File: config.mk
export PLATFORM = sky130hd
export DESIGN_NAME = bandgap_vdd_estimator_top
export DESIGN_NICKNAME = d
export VERILOG_FILES = /design/src/rtl/core/bgv_pkg.sv /design/src/rtl/core/bgv_trim.sv /design/src/rtl/core/bgv_divider.sv /design/src/rtl/core/bandgap_vdd_estimator_top.sv
export SDC_FILE = /design/constraint.sdc
export NUM_CORES = 1
export LEC_CHECK = 0
export BUFFER_PORTS_ARGS = -buffer_cell sky130_fd_sc_hd__buf_4
export CAP_MARGIN = 15
export CELL_PAD_IN_SITES_DETAIL_PLACEMENT = 1
export CELL_PAD_IN_SITES_GLOBAL_PLACEMENT = 2
export CORE_MARGIN = 3
export CORE_UTILIZATION = 39
export CTS_CLUSTER_SIZE = 12
export DETAILED_ROUTE_END_ITERATION = 8
export GPL_ROUTABILITY_DRIVEN = 0
export PLACE_DENSITY = 0.79
export SYNTH_ARGS = -nofsm -noshare
export SYNTH_HDL_FRONTEND = slang
export SYNTH_SLANG_ARGS = --single-unit
File: constraint.sdc
create_clock -name i_clk -period 4.75 [get_ports i_clk]
set_input_delay 0.95 -clock i_clk [delete_from_list [all_inputs] [get_ports i_clk]]
set_output_delay 0.95 -clock i_clk [all_outputs]
set_load 0.1 [all_outputs]
File: src/rtl/core/bgv_pkg.sv
// Shared types and constants for the bandgap VDD estimator.
// Depends on nothing; every other file in rtl/core refers to it by scoped names.
`default_nettype none

package bgv_pkg;

    // Serial divider geometry: 24-bit dividend (bandgap << 12), 12-bit divisor.
    localparam int DIV_W  = 24;
    localparam int DEN_W  = 12;
    localparam int NBITS_W = 5;

    localparam int MV_W   = 12;
    localparam int SMP_W  = 12;
    localparam int VDD_W  = 16;
    localparam int CFG_W  = 8;
    localparam int CFG_IDX_W = 2;

    // Configuration register indexes.
    localparam logic [CFG_IDX_W-1:0] CFG_TRIM_HI_A = 2'd0;
    localparam logic [CFG_IDX_W-1:0] CFG_TRIM_LO_A = 2'd1;
    localparam logic [CFG_IDX_W-1:0] CFG_TRIM_HI_B = 2'd2;
    localparam logic [CFG_IDX_W-1:0] CFG_TRIM_LO_B = 2'd3;

    // Trim layout marks (upper nibble of the second trim byte).
    localparam logic [3:0] MARK_A     = 4'h0;
    localparam logic [3:0] MARK_A_OFS = 4'h8;
    localparam logic [3:0] MARK_B     = 4'h9;

    localparam logic [MV_W-1:0]  MARK_A_OFS_MV = 12'd33;
    localparam logic [VDD_W-1:0] VDD_SAT       = 16'hFFFF;

    // Opcodes.
    localparam logic OP_SERIES = 1'b0;
    localparam logic OP_DIRECT = 1'b1;

    typedef struct packed {
        logic [MV_W-1:0] mv;
        logic            valid;
        logic            under;
    } t_trim_info;

    typedef struct packed {
        logic               start;
        logic [NBITS_W-1:0] nbits;
    } t_div_cmd;

endpackage

`default_nettype wire

File: src/rtl/core/bgv_trim.sv
// Trim register bank and bandgap millivolt decode.
// Depends on bgv_pkg for register indexes, mark codes and t_trim_info.
`default_nettype none

module bgv_trim (
    input  wire logic                           i_clk,
    input  wire logic                           i_rst_n,
    input  wire logic                           i_cfg_we,
    input  wire logic [bgv_pkg::CFG_IDX_W-1:0]  i_cfg_index,
    input  wire logic [bgv_pkg::CFG_W-1:0]      i_cfg_data,
    output bgv_pkg::t_trim_info                 o_info
);

    logic [bgv_pkg::CFG_W-1:0] r_hi_a, r_lo_a, r_hi_b, r_lo_b;
    logic [bgv_pkg::MV_W-1:0]  raw;
    logic [bgv_pkg::MV_W+1:0]  x3;
    logic [bgv_pkg::MV_W-1:0]  mv0;
    logic [3:0]                mark;

    always_ff @(posedge i_clk) begin
        if (!i_rst_n) begin
            r_hi_a <= '0;
            r_lo_a <= '0;
            r_hi_b <= '0;
            r_lo_b <= '0;
        end else if (i_cfg_we) begin
            case (i_cfg_index)
                bgv_pkg::CFG_TRIM_HI_A: r_hi_a <= i_cfg_data;
                bgv_pkg::CFG_TRIM_LO_A: r_lo_a <= i_cfg_data;
                bgv_pkg::CFG_TRIM_HI_B: r_hi_b <= i_cfg_data;
                bgv_pkg::CFG_TRIM_LO_B: r_lo_b <= i_cfg_data;
                default: ;
            endcase
        end
    end

    assign mark = r_lo_a[7:4];
    assign raw  = (mark == bgv_pkg::MARK_B) ? {r_hi_b, r_lo_b[3:0]} : {r_hi_a, r_lo_a[3:0]};
    // Three quarters of the raw code: raw + 2*raw, then drop two bits.
    assign x3   = {2'b00, raw} + {1'b0, raw, 1'b0};
    assign mv0  = x3[bgv_pkg::MV_W+1:2];

    always_comb begin
        o_info.mv    = mv0;
        o_info.valid = 1'b1;
        o_info.under = 1'b0;
        case (mark)
            bgv_pkg::MARK_A: ;
            bgv_pkg::MARK_B: ;
            bgv_pkg::MARK_A_OFS: begin
                if (mv0 < bgv_pkg::MARK_A_OFS_MV) begin
                    o_info.mv    = '0;
                    o_info.under = 1'b1;
                end else begin
                    o_info.mv = mv0 - bgv_pkg::MARK_A_OFS_MV;
                end
            end
            default: begin
                o_info.mv    = '0;
                o_info.valid = 1'b0;
            end
        endcase
    end

endmodule

`default_nettype wire

File: src/rtl/core/bgv_divider.sv
// Bit-serial restoring divider: one quotient bit per cycle.
// Depends on bgv_pkg for widths and the t_div_cmd command struct.
`default_nettype none

module bgv_divider (
    input  wire logic                        i_clk,
    input  wire logic                        i_rst_n,
    input  wire bgv_pkg::t_div_cmd           i_cmd,
    input  wire logic [bgv_pkg::DIV_W-1:0]   i_num,
    input  wire logic [bgv_pkg::DEN_W-1:0]   i_den,
    output logic                             o_done,
    output logic [bgv_pkg::DIV_W-1:0]        o_quo
);

    logic [bgv_pkg::DIV_W-1:0]   r_rq;
    logic [bgv_pkg::DEN_W-1:0]   r_rem;
    logic [bgv_pkg::DEN_W-1:0]   r_den;
    logic [bgv_pkg::NBITS_W-1:0] r_cnt;
    logic                        r_run;
    logic                        r_done;
    logic [bgv_pkg::DEN_W:0]     rem_sh;
    logic [bgv_pkg::DEN_W+1:0]   diff;
    logic                        qbit;

    // The dividend is left-aligned in r_rq; its bits leave at the top while
    // quotient bits enter at the bottom.
    assign rem_sh = {r_rem, r_rq[bgv_pkg::DIV_W-1]};
    assign diff   = {1'b0, rem_sh} - {2'b00, r_den};
    assign qbit   = !diff[bgv_pkg::DEN_W+1];

    always_ff @(posedge i_clk) begin
        if (!i_rst_n) begin
            r_run  <= 1'b0;
            r_done <= 1'b0;
            r_cnt  <= '0;
        end else begin
            r_done <= 1'b0;
            if (i_cmd.start) begin
                r_run <= 1'b1;
                r_cnt <= i_cmd.nbits;
            end else if (r_run) begin
                r_cnt <= r_cnt - 1'b1;
                if (r_cnt == bgv_pkg::NBITS_W'(1)) begin
                    r_run  <= 1'b0;
                    r_done <= 1'b1;
                end
            end
        end
    end

    always_ff @(posedge i_clk) begin
        if (i_cmd.start) begin
            r_rq  <= i_num;
            r_den <= i_den;
            r_rem <= '0;
        end else if (r_run) begin
            r_rq  <= {r_rq[bgv_pkg::DIV_W-2:0], qbit};
            r_rem <= qbit ? diff[bgv_pkg::DEN_W-1:0] : rem_sh[bgv_pkg::DEN_W-1:0];
        end
    end

    assign o_done = r_done;
    assign o_quo  = r_rq;

endmodule

`default_nettype wire

File: src/rtl/core/bandgap_vdd_estimator_top.sv
// A direct conversion strobes its result after one bit-serial division (VDD), the last
// series sample after two in turn (the average, then VDD, both bit-serial).
// A zero direct sample strobes the cycle after start, a zero average once its division ends.
// Other series samples are only summed and are taken whenever the block is idle; otherwise one item at a time through
// the shared divider, busy high until the strobe, which may overlap the next beat.
// Reset (synchronous, active low) clears the trim registers, the state, the strobe, the series count and sum.
`default_nettype none

module bandgap_vdd_estimator_top #(
    parameter int SAMPLES_PER_MEASURE = 5,
    parameter int SAMPLES_DISCARDED   = 2
) (
    input  wire logic                           i_clk,
    input  wire logic                           i_rst_n,
    input  wire logic                           i_start,
    output logic                                o_busy,
    input  wire logic                           i_opcode,
    input  wire logic [bgv_pkg::SMP_W-1:0]      i_sample,
    input  wire logic                           i_cfg_we,
    input  wire logic [bgv_pkg::CFG_IDX_W-1:0]  i_cfg_index,
    input  wire logic [bgv_pkg::CFG_W-1:0]      i_cfg_data,
    output logic                                o_strobe,
    output logic [bgv_pkg::VDD_W-1:0]           o_vdd_mv,
    output logic                                o_error,
    output logic                                o_trim_valid
);

    localparam int KEPT  = (SAMPLES_PER_MEASURE > SAMPLES_DISCARDED) ?
                           SAMPLES_PER_MEASURE - SAMPLES_DISCARDED : 0;
    localparam int SUM_W = $clog2(SAMPLES_PER_MEASURE) + bgv_pkg::SMP_W;
    localparam int CNT_W = $clog2(SAMPLES_PER_MEASURE);

    typedef enum logic [2:0] {
        S_IDLE = 3'b001,
        S_AVG  = 3'b010,
        S_VDD  = 3'b100
    } t_state;

    t_state                       r_state, n_state;
    logic [CNT_W-1:0]             r_count, n_count;
    logic [SUM_W-1:0]             r_sum, n_sum;
    logic                         r_strobe, n_strobe;
    logic [bgv_pkg::VDD_W-1:0]    r_vdd, n_vdd;
    logic                         r_err, n_err;
    logic                         r_tv, n_tv;

    bgv_pkg::t_trim_info          trim;
    bgv_pkg::t_div_cmd            cmd;
    logic [bgv_pkg::DIV_W-1:0]    div_num;
    logic [bgv_pkg::DEN_W-1:0]    div_den;
    logic                         div_done;
    logic [bgv_pkg::DIV_W-1:0]    div_quo;
    logic [SUM_W-1:0]             sum_add;
    logic [bgv_pkg::DEN_W-1:0]    avg;
    logic                         over;

    bgv_trim u_trim (
        .i_clk       (i_clk),
        .i_rst_n     (i_rst_n),
        .i_cfg_we    (i_cfg_we),
        .i_cfg_index (i_cfg_index),
        .i_cfg_data  (i_cfg_data),
        .o_info      (trim)
    );

    bgv_divider u_div (
        .i_clk   (i_clk),
        .i_rst_n (i_rst_n),
        .i_cmd   (cmd),
        .i_num   (div_num),
        .i_den   (div_den),
        .o_done  (div_done),
        .o_quo   (div_quo)
    );

    assign sum_add = (int'(r_count) >= SAMPLES_DISCARDED) ?
                     r_sum + SUM_W'(i_sample) : r_sum;
    assign avg     = div_quo[bgv_pkg::DEN_W-1:0];
    assign over    = |div_quo[bgv_pkg::DIV_W-1:bgv_pkg::VDD_W];

    always_comb begin
        n_state   = r_state;
        n_count   = r_count;
        n_sum     = r_sum;
        n_strobe  = 1'b0;
        n_vdd     = r_vdd;
        n_err     = r_err;
        n_tv      = r_tv;
        cmd.start = 1'b0;
        cmd.nbits = bgv_pkg::NBITS_W'(bgv_pkg::DIV_W);
        div_num   = {trim.mv, {(bgv_pkg::DIV_W - bgv_pkg::MV_W){1'b0}}};
        div_den   = i_sample;
        case (r_state)
            S_IDLE: begin
                if (i_start) begin
                    if (i_opcode == bgv_pkg::OP_DIRECT) begin
                        if (i_sample == '0) begin
                            n_strobe = 1'b1;
                            n_vdd    = bgv_pkg::VDD_SAT;
                            n_err    = 1'b1;
                            n_tv     = trim.valid;
                        end else begin
                            cmd.start = 1'b1;
                            n_state   = S_VDD;
                        end
                    end else if (r_count == CNT_W'(SAMPLES_PER_MEASURE - 1)) begin
                        n_count = '0;
                        n_sum   = '0;
                        if (KEPT == 0) begin
                            n_strobe = 1'b1;
                            n_vdd    = bgv_pkg::VDD_SAT;
                            n_err    = 1'b1;
                            n_tv     = trim.valid;
                        end else begin
                            // Average first: the sum is left-aligned so only its
                            // own width of quotient bits is produced.
                            cmd.start = 1'b1;
                            cmd.nbits = bgv_pkg::NBITS_W'(SUM_W);
                            div_num   = {sum_add, {(bgv_pkg::DIV_W - SUM_W){1'b0}}};
                            div_den   = bgv_pkg::DEN_W'(KEPT);
                            n_state   = S_AVG;
                        end
                    end else begin
                        n_count = r_count + 1'b1;
                        n_sum   = sum_add;
                    end
                end
            end
            S_AVG: begin
                if (div_done) begin
                    if (avg == '0) begin
                        n_strobe = 1'b1;
                        n_vdd    = bgv_pkg::VDD_SAT;
                        n_err    = 1'b1;
                        n_tv     = trim.valid;
                        n_state  = S_IDLE;
                    end else begin
                        cmd.start = 1'b1;
                        div_den   = avg;
                        n_state   = S_VDD;
                    end
                end
            end
            S_VDD: begin
                if (div_done) begin
                    n_strobe = 1'b1;
                    n_vdd    = over ? bgv_pkg::VDD_SAT : div_quo[bgv_pkg::VDD_W-1:0];
                    n_err    = over | trim.under;
                    n_tv     = trim.valid;
                    n_state  = S_IDLE;
                end
            end
            default: n_state = S_IDLE;
        endcase
    end

    always_ff @(posedge i_clk) begin
        if (!i_rst_n) begin
            r_state  <= S_IDLE;
            r_count  <= '0;
            r_sum    <= '0;
            r_strobe <= 1'b0;
        end else begin
            r_state  <= n_state;
            r_count  <= n_count;
            r_sum    <= n_sum;
            r_strobe <= n_strobe;
        end
    end

    always_ff @(posedge i_clk) begin
        r_vdd <= n_vdd;
        r_err <= n_err;
        r_tv  <= n_tv;
    end

    assign o_busy       = (r_state != S_IDLE);
    assign o_strobe     = r_strobe;
    assign o_vdd_mv     = r_vdd;
    assign o_error      = r_err;
    assign o_trim_valid = r_tv;

endmodule

`default_nettype wire

After elaboration in Yosys (flattened, before gate mapping)
Index checks and enable logic that the tools add are counted.

Equal/unequal tests: 19. Reductions and logical operators: 18. Bitwise operators: 4. $lt $le $gt $ge: 2. Add/subtract/negate cells: 6. Mux-type cells: 74.

Operators with widths (count): 24-bit 2-to-1 mux (6); 16-bit 2-to-1 mux (7); 12-bit 2-to-1 mux (8); 12-bit case mux with 2 select lines (2); 16-bit case mux with 3 select lines (1); 15-bit 2-to-1 mux (2); 1-bit 2-to-1 mux (29); 12-bit logical NOT (2); 3-bit 2-to-1 mux (8); 5-bit 2-to-1 mux (4); 15-bit by 12-bit adder with 15-bit output (1); 12-bit by 13-bit adder with 14-bit output (1); 13-bit by 12-bit subtractor with 14-bit output (1); 12-bit by 6-bit < comparator with 1-bit output (second input constant) (1); 6-bit 2-to-1 mux (2); 12-bit by 6-bit subtractor with 12-bit output (second input constant) (1); 1-bit case mux with 3 select lines (3); 3-bit case mux with 3 select lines (1); 4-bit == test (second input constant) (2); 2-bit != test (second input constant) (4); 2-bit AND reduction (4); 8-bit OR reduction (1); 7-bit AND reduction (1); 3-bit == test (second input constant) (2); other kinds (23) (29).

Bits of input ports: 27. Register bits: 123. Output and inout bits: 20.

Longest topological paths before layout
Depth in word-level cells: 11. Mapped depth: 17. Gate-level depth less buffers: 15.

Modules after synthesis
A second synthesis with hierarchy kept.

Cell total of the unflattened synthesis: 869. Area total of the unflattened synthesis: 7987.7 um^2.

By module, submodules not included: bgv_divider (area each 2785.2 um^2, times used 1, cells an instance 248, sequential area each 1461.4 um^2); bandgap_vdd_estimator_top (area each 2782.7 um^2, times used 1, cells an instance 336, sequential area each 980.9 um^2); bgv_trim (area each 2419.8 um^2, times used 1, cells an instance 285, sequential area each 560.5 um^2).

Worst setup path after synthesis
OpenSTA, ideal clock, no wires.

Path type: reg2reg. Start: reg u_trim.r_lo_a[4] in the netlist's numbering. End: reg u_div.r_rq, in the netlist u_div.o_quo[20], data pin. Stages on the path, launching flop included: 15. Path slack: 0.861 ns. Arrival: 3.635 ns. Library setup time: 0.254 ns. Clock period less this slack: 3.889 ns. Cells stage by stage: dfxtp_1 > and4bb_1 > buf_6 > clkbuf_1 > mux2_2 > ha_1 > o211ai_1 > or2_2 > o22ai_1 > or4_1 > a311oi_2 > nand4b_1 > nand3_2 > o221ai_2 > a21o_1.

Cells in the longest elaborated chain, start to end: 11.

RTL lines: start: declaration (RTL line bgv_trim.sv:14) `logic [bgv_pkg::CFG_W-1:0] r_hi_a, r_lo_a, r_hi_b, r_lo_b;`; start signal: assignment (RTL line bgv_trim.sv:29) `bgv_pkg::CFG_TRIM_LO_A: r_lo_a <= i_cfg_data;`; 4-bit == test (RTL line bgv_trim.sv:38, bgv_trim.sv:47); 12-bit 2-to-1 mux (RTL line bgv_trim.sv:38) `assign raw = (mark == bgv_pkg::MARK_B) ? {r_hi_b, r_lo_b[3:0]} : {r_hi_a, r_lo_a[3:0]};`; 12-bit by 13-bit adder with 14-bit output (RTL line bgv_trim.sv:40) `assign x3 = {2'b00, raw} + {1'b0, raw, 1'b0};`; 12-bit by 6-bit subtractor with 12-bit output or 12-bit by 6-bit < comparator with 1-bit output (tied branches) (RTL line bgv_trim.sv:55, bgv_trim.sv:51); 12-bit 2-to-1 mux (RTL line bgv_trim.sv:51) `if (mv0 < bgv_pkg::MARK_A_OFS_MV) begin`; 12-bit case mux with 2 select lines (*) (RTL line bgv_trim.sv:47) `case (mark)`; 24-bit 2-to-1 mux (RTL line bandgap_vdd_estimator_top.sv:106) `end else if (r_count == CNT_W'(SAMPLES_PER_MEASURE - 1)) begin`; 24-bit 2-to-1 mux (RTL line bandgap_vdd_estimator_top.sv:96) `if (i_opcode == bgv_pkg::OP_DIRECT) begin`; 24-bit 2-to-1 mux (RTL line bandgap_vdd_estimator_top.sv:95) `if (i_start) begin`; 24-bit 2-to-1 mux (*) (RTL line bandgap_vdd_estimator_top.sv:93) `case (r_state)`; 24-bit 2-to-1 mux (*) (RTL line bgv_divider.sv:52) `if (i_cmd.start) begin`; end signal: assignment (RTL line bgv_divider.sv:53) `r_rq <= i_num;`; end signal: assignment (RTL line bgv_divider.sv:57) `r_rq <= {r_rq[bgv_pkg::DIV_W-2:0], qbit};`; end: declaration (RTL line bgv_divider.sv:15) `logic [bgv_pkg::DIV_W-1:0] r_rq;`.

Every way passes the cells marked *; elsewhere a longest branch is shown, timed or not. A chain may end at the register's enable or synchronous reset.

Final worst setup path
Start: reg u_trim.r_lo_a[4] in the netlist's numbering. End: reg u_div.r_rq, in the netlist u_div.o_quo[23], data pin.

Same word-level chain as after synthesis.

==> results by group <==
Critical path
  – Flop-to-flop setup slack: 0.62 ns
  – Kind of end point of the critical path: register
  – Critical-path maximum fanout: 12
  – Type of the setup path with the least slack: reg -> reg
  – Destination of the worst register-to-register timing path: u_div.o_quo[23]
  – Endpoint arrival time on the critical path: 4.27 ns
  – Crit path required time: 4.89 ns
  – Startpoint kind of the worst setup timing path: register
  – Worst reg2reg path depth: 13
  – Source of the worst register-to-register timing path: u_trim.r_lo_a[4]

Logic synthesis
  – Number of flops mapped to enable cells by yosys: 54
  – Gate Count Post-Synth: 820
  – Yosys cell types: 71
  – Mapped Area: 7580 um^2
  – Warnings, synthesis: 0
  – Top flip-flop cell by instance count after synthesis: sky130_fd_sc_hd__dfxtp_1
  – Syn Nets: 889
  – FF+latch count, synth: 123
  – Synth Area per Inst: 9.244 um^2
  – Async SR Flop Fraction: 0
  – Part of the Yosys area used for sequential elements: 0.3962

Global routing
  – GR Util All Layers: 0.1969
  – Met2 Usage GRT: 0.3487
  – Grt met3 use: 0.04422
  – Number of global-route vias before repair: 6597
  – Global-route wire length before repair: 33.69 mm
  – Met1 track demand over resource: 0.2401
  – Most used routing layer: met2
  – Largest net degree at the start of global routing: 59
  – Total overflow reported by the global router: 0
  – Initial antenna violation count: 0

Placement
  – Total cell area at the placement stage: 8162 um^2
  – Number of placed instances with taps included: 1095
  – Half-perimeter wire length of the detailed placement result: 15.37 mm
  – Pre-CTS setup slack: 0.6259 ns
  – PortBufs: 46

STA
  – Setup-failing EPs final: 0
  – Actual slew at the worst max-slew pin: 1.100 ns
  – Final worst clock skew: 0.009480 ns
  – Number of endpoints with negative hold slack in the final report: 0
  – Setup_tns: 0 ns
  – Fmax achieved: 242.1 MHz
  – Shortest period the worst path allows: 4.130 ns
  – Final worst-path cycle share: 0.8695
  – Post-route worst setup slack: 0.6197 ns
  – Slew Viols, Final: 0
  – Hold slack final: 0.4846 ns
  – Setup repair after global routing missed its margin: false
  – Headroom to the max-slew limit: 0.2654

Layout
  – Reg area: 3003 um^2
  – Total number of nets in the final design: 923
  – Multi-input logic area: 4300 um^2
  – Antenna Diode Count: 0
  – Share of layout cells above drive strength 1: 0.1465
  – Fill cell count: 2193
  – Post-route cell area: 8737 um^2
  – Utilization of the core after routing: 0.4625
  – Area growth from synthesis to layout: 15.27%
  – Final Non-Filler Cells: 1127

Clock tree
  – Count of cells resized by post-cts repair: 0
  – Number of buffers inserted by post-CTS setup repair: 0
  – Root Driver: sky130_fd_sc_hd__clkbuf_16
  – Source-to-sink clock delay at the later pin of the worst-skew pair: 0.42 ns
  – TritonCTS clock tree: built
  – Number of H-tree branching levels: 4
  – CTS clk-pin slew, worst paths: 0.06 ns
  – CTS Sinks: 123
  – Number of buffers between clock root and the deepest sink: 2
  – Cts hold-fix bufs: 0
  – Number of buffers added by the clock tree synthesis step: 17

Detailed routing
  – Drt total wl: 20.88 mm
  – Vias per inst: 5.522
  – Overall via count from detail_route: 6223
  – First-iteration detailed-routing DRC count: 312
  – Number of iterations in the first detailed-routing pass: 5
  – Number of nets still failing antenna checks after routing: 0
  – Routed wire length per instance: 18.52 um
  – Remaining DRCs: 0

Worst hold path
  – Tightest Hold Check Type: reg -> reg
  – End of the worst hold path: r_sum[0]
  – Hold Path Cell Cnt: 2
  – Hold path startpoint: r_sum[0]

Outcome
  – Result of the run: complete, no violations

Die
  – Boundary pin count: 47
  – Initial cell density of the core: 0.4012
  – Die width: 145.4 um
  – Number of rows in the core area: 50
  – Y dimension of the die: 145.4 um
  – Core Region: 18890 um^2
  – Area enclosed by the die boundary: 21140 um^2

Pwr
  – Share of power burned in registers: 0.402
  – Internal portion of total power: 2.183 mW
  – Power dissipated by switching net loads: 949.8 uW
  – Proportion of power drawn by combinational gates: 0.187
  – Relative contribution of the clock network to total power: 0.411
  – Worst IR Drop VDD: 0.2532 mV
  – Total power: 3.133 mW
  – Switching part of the total power: 0.3032
  – PwrDens: 358.6 nW/um^2
  – Leakage: 3.569 nW

Run
  – Count of maximum capacitance violations: 0
## power groups by stage
stage | logic [mW] | registers [mW] | clock network, mW
global route | 0.658 | 1.27 | 1.37
finish | 0.585 | 1.26 | 1.29
detailed placement | 0.590 | 1.28 | 0
CTS | 0.591 | 1.26 | 1.32
floorplan | 0.457 | 1.25 | 0
global placement | 0.564 | 1.28 | 0
## sequential cells by signal (all words and copies together) (netlist names)
signal / cells
o_error: 1
o_strobe: 1
o_trim_valid: 1
o_vdd_mv: 16
r_count: 3
r_state: 3
r_sum: 15
u_div.o_done: 1
u_div.o_quo: 24
u_div.r_cnt: 5
u_div.r_den: 12
u_div.r_rem: 12
u_div.r_run: 1
u_trim.r_hi_a: 8
u_trim.r_hi_b: 8
u_trim.r_lo_a: 8
u_trim.r_lo_b: 4
## area by class of cell
cell class / count / area share
tap: 260 / 0.03723
multi-input combinational: 623 / 0.4922
clock buffer: 17 / 0.04869
clock inverter: 15 / 0.01718
inverter: 36 / 0.01547
timing repair buffer: 53 / 0.04554
sequential: 123 / 0.3437
## synthesized netlist by cell type (4+ instances only)
library cell	count	area, um^2
sky130_fd_sc_hd__a21oi_1	56	280.3
sky130_fd_sc_hd__nand3b_1	5	37.54
sky130_fd_sc_hd__mux2i_1	41	410.4
sky130_fd_sc_hd__ha_1	40	500.5
sky130_fd_sc_hd__a21boi_0	11	82.58
sky130_fd_sc_hd__o21ai_0	53	265.3
sky130_fd_sc_hd__mux2_2	7	78.83
sky130_fd_sc_hd__or4_1	4	30.03
sky130_fd_sc_hd__nor4_1	6	37.54
sky130_fd_sc_hd__nor2b_1	44	275.3
sky130_fd_sc_hd__nand2_1	59	221.5
sky130_fd_sc_hd__clkbuf_1	35	131.4
sky130_fd_sc_hd__or2_2	22	137.6
sky130_fd_sc_hd__nand3_1	18	90.09
sky130_fd_sc_hd__nor3_1	18	90.09
sky130_fd_sc_hd__o22ai_1	6	37.54
sky130_fd_sc_hd__a22o_1	13	113.9
sky130_fd_sc_hd__nor3b_1	4	30.03
sky130_fd_sc_hd__nand2b_1	8	50.05
sky130_fd_sc_hd__a21o_1	12	90.09
sky130_fd_sc_hd__and3_1	5	31.28
sky130_fd_sc_hd__inv_1	36	135.1
sky130_fd_sc_hd__o21a_1	10	75.07
sky130_fd_sc_hd__and2_1	21	131.4
sky130_fd_sc_hd__a22oi_1	7	52.55
sky130_fd_sc_hd__dfxtp_1	69	1381
sky130_fd_sc_hd__o221ai_1	5	43.79
sky130_fd_sc_hd__xnor2_1	25	219.0
sky130_fd_sc_hd__a211oi_1	4	30.03
sky130_fd_sc_hd__a221oi_1	5	43.79
sky130_fd_sc_hd__edfxtp_1	54	1622
sky130_fd_sc_hd__nor2_1	51	191.4
sky130_fd_sc_hd__xor2_1	8	70.07
sky130_fd_sc_hd__o211ai_1	4	30.03
sky130_fd_sc_hd__or3_1	4	25.02
sky130_fd_sc_hd__a31oi_1	4	25.02
## logic make-up (layout without fill, tap and decap cells)
kind of cell | Yosys count | after routing | share of synthesized area
AOI/OAI and AO/OA | 219 | 219 | 0.1912
xor gates and xnor gates | 34 | 34 | 0.04028
DFF | 123 | 123 | 0.3962
muxes | 49 | 49 | 0.06652
and+or+nand+nor | 279 | 279 | 0.1968
buffers and inverters | 74 | 121 | 0.03780
adders and majority gates | 42 | 42 | 0.07131
## critical path, stage by stage, from the launching register on
cell                        delay, ns
sky130_fd_sc_hd__dfxtp_1         0.42
sky130_fd_sc_hd__and4bb_1        0.47
sky130_fd_sc_hd__buf_4           0.26
sky130_fd_sc_hd__o21ai_0         0.12
sky130_fd_sc_hd__ha_1            0.26
sky130_fd_sc_hd__or4_1           0.51
sky130_fd_sc_hd__o2111ai_2       0.17
sky130_fd_sc_hd__a211oi_1        0.16
sky130_fd_sc_hd__or3_1           0.38
sky130_fd_sc_hd__a221o_1         0.37
sky130_fd_sc_hd__nor2_1          0.24
sky130_fd_sc_hd__a21oi_1         0.11
sky130_fd_sc_hd__o31ai_1         0.24
sky130_fd_sc_hd__a21oi_1         0.11
## layer usage
| metal | share of wire | vias up | wire length (um) |
|---|---|---|---|
| li1 | - | 3042 | - |
| met1 | 0.46 | 3079 | 9521 |
| met2 | 0.51 | 81 | 10590 |
| met3 | 0.023 | 21 | 486 |
| met4 | 0.013 | 0 | 281 |
| met5 | 0 | - | 0 |
## cell usage in the layout (no fill, tap or decap), types with 5 or more instances in the layout
cell type	count
sky130_fd_sc_hd__a22o_1	13
sky130_fd_sc_hd__nor2_1	51
sky130_fd_sc_hd__o221ai_1	5
sky130_fd_sc_hd__or2_2	22
sky130_fd_sc_hd__mux2_2	7
sky130_fd_sc_hd__nor2b_1	44
sky130_fd_sc_hd__nand2_1	59
sky130_fd_sc_hd__nand3b_1	5
sky130_fd_sc_hd__mux2i_1	41
sky130_fd_sc_hd__o22ai_1	5
sky130_fd_sc_hd__buf_4	53
sky130_fd_sc_hd__clkbuf_16	17
sky130_fd_sc_hd__a21o_1	12
sky130_fd_sc_hd__ha_1	40
sky130_fd_sc_hd__a21oi_1	55
sky130_fd_sc_hd__nand2b_1	8
sky130_fd_sc_hd__inv_6	8
sky130_fd_sc_hd__xnor2_1	25
sky130_fd_sc_hd__xor2_1	8
sky130_fd_sc_hd__a22oi_1	7
sky130_fd_sc_hd__edfxtp_1	54
sky130_fd_sc_hd__and2_1	21
sky130_fd_sc_hd__dfxtp_1	69
sky130_fd_sc_hd__nor4_1	6
sky130_fd_sc_hd__a221oi_1	5
sky130_fd_sc_hd__nor3_1	18
sky130_fd_sc_hd__inv_1	36
sky130_fd_sc_hd__and3_1	5
sky130_fd_sc_hd__o21ai_0	53
sky130_fd_sc_hd__o21a_1	10
sky130_fd_sc_hd__a21boi_0	11
sky130_fd_sc_hd__nand3_1	18
## worst max-delay path by stage
stage | from | to | slack [ns]
detailed placement | u_trim.r_lo_a[4] | u_div.o_quo[20] | 0.63
finish | u_trim.r_lo_a[4] | u_div.o_quo[23] | 0.62
global placement | i_sample[0] | u_div.o_quo[23] | 0.75
CTS | u_trim.r_lo_a[4] | u_div.o_quo[23] | 0.60
floorplan | u_trim.r_lo_a[4] | u_div.o_quo[20] | 0.86
global route | u_trim.r_lo_a[4] | u_div.o_quo[23] | 0.32
Power figures use the tool's default switching activity.
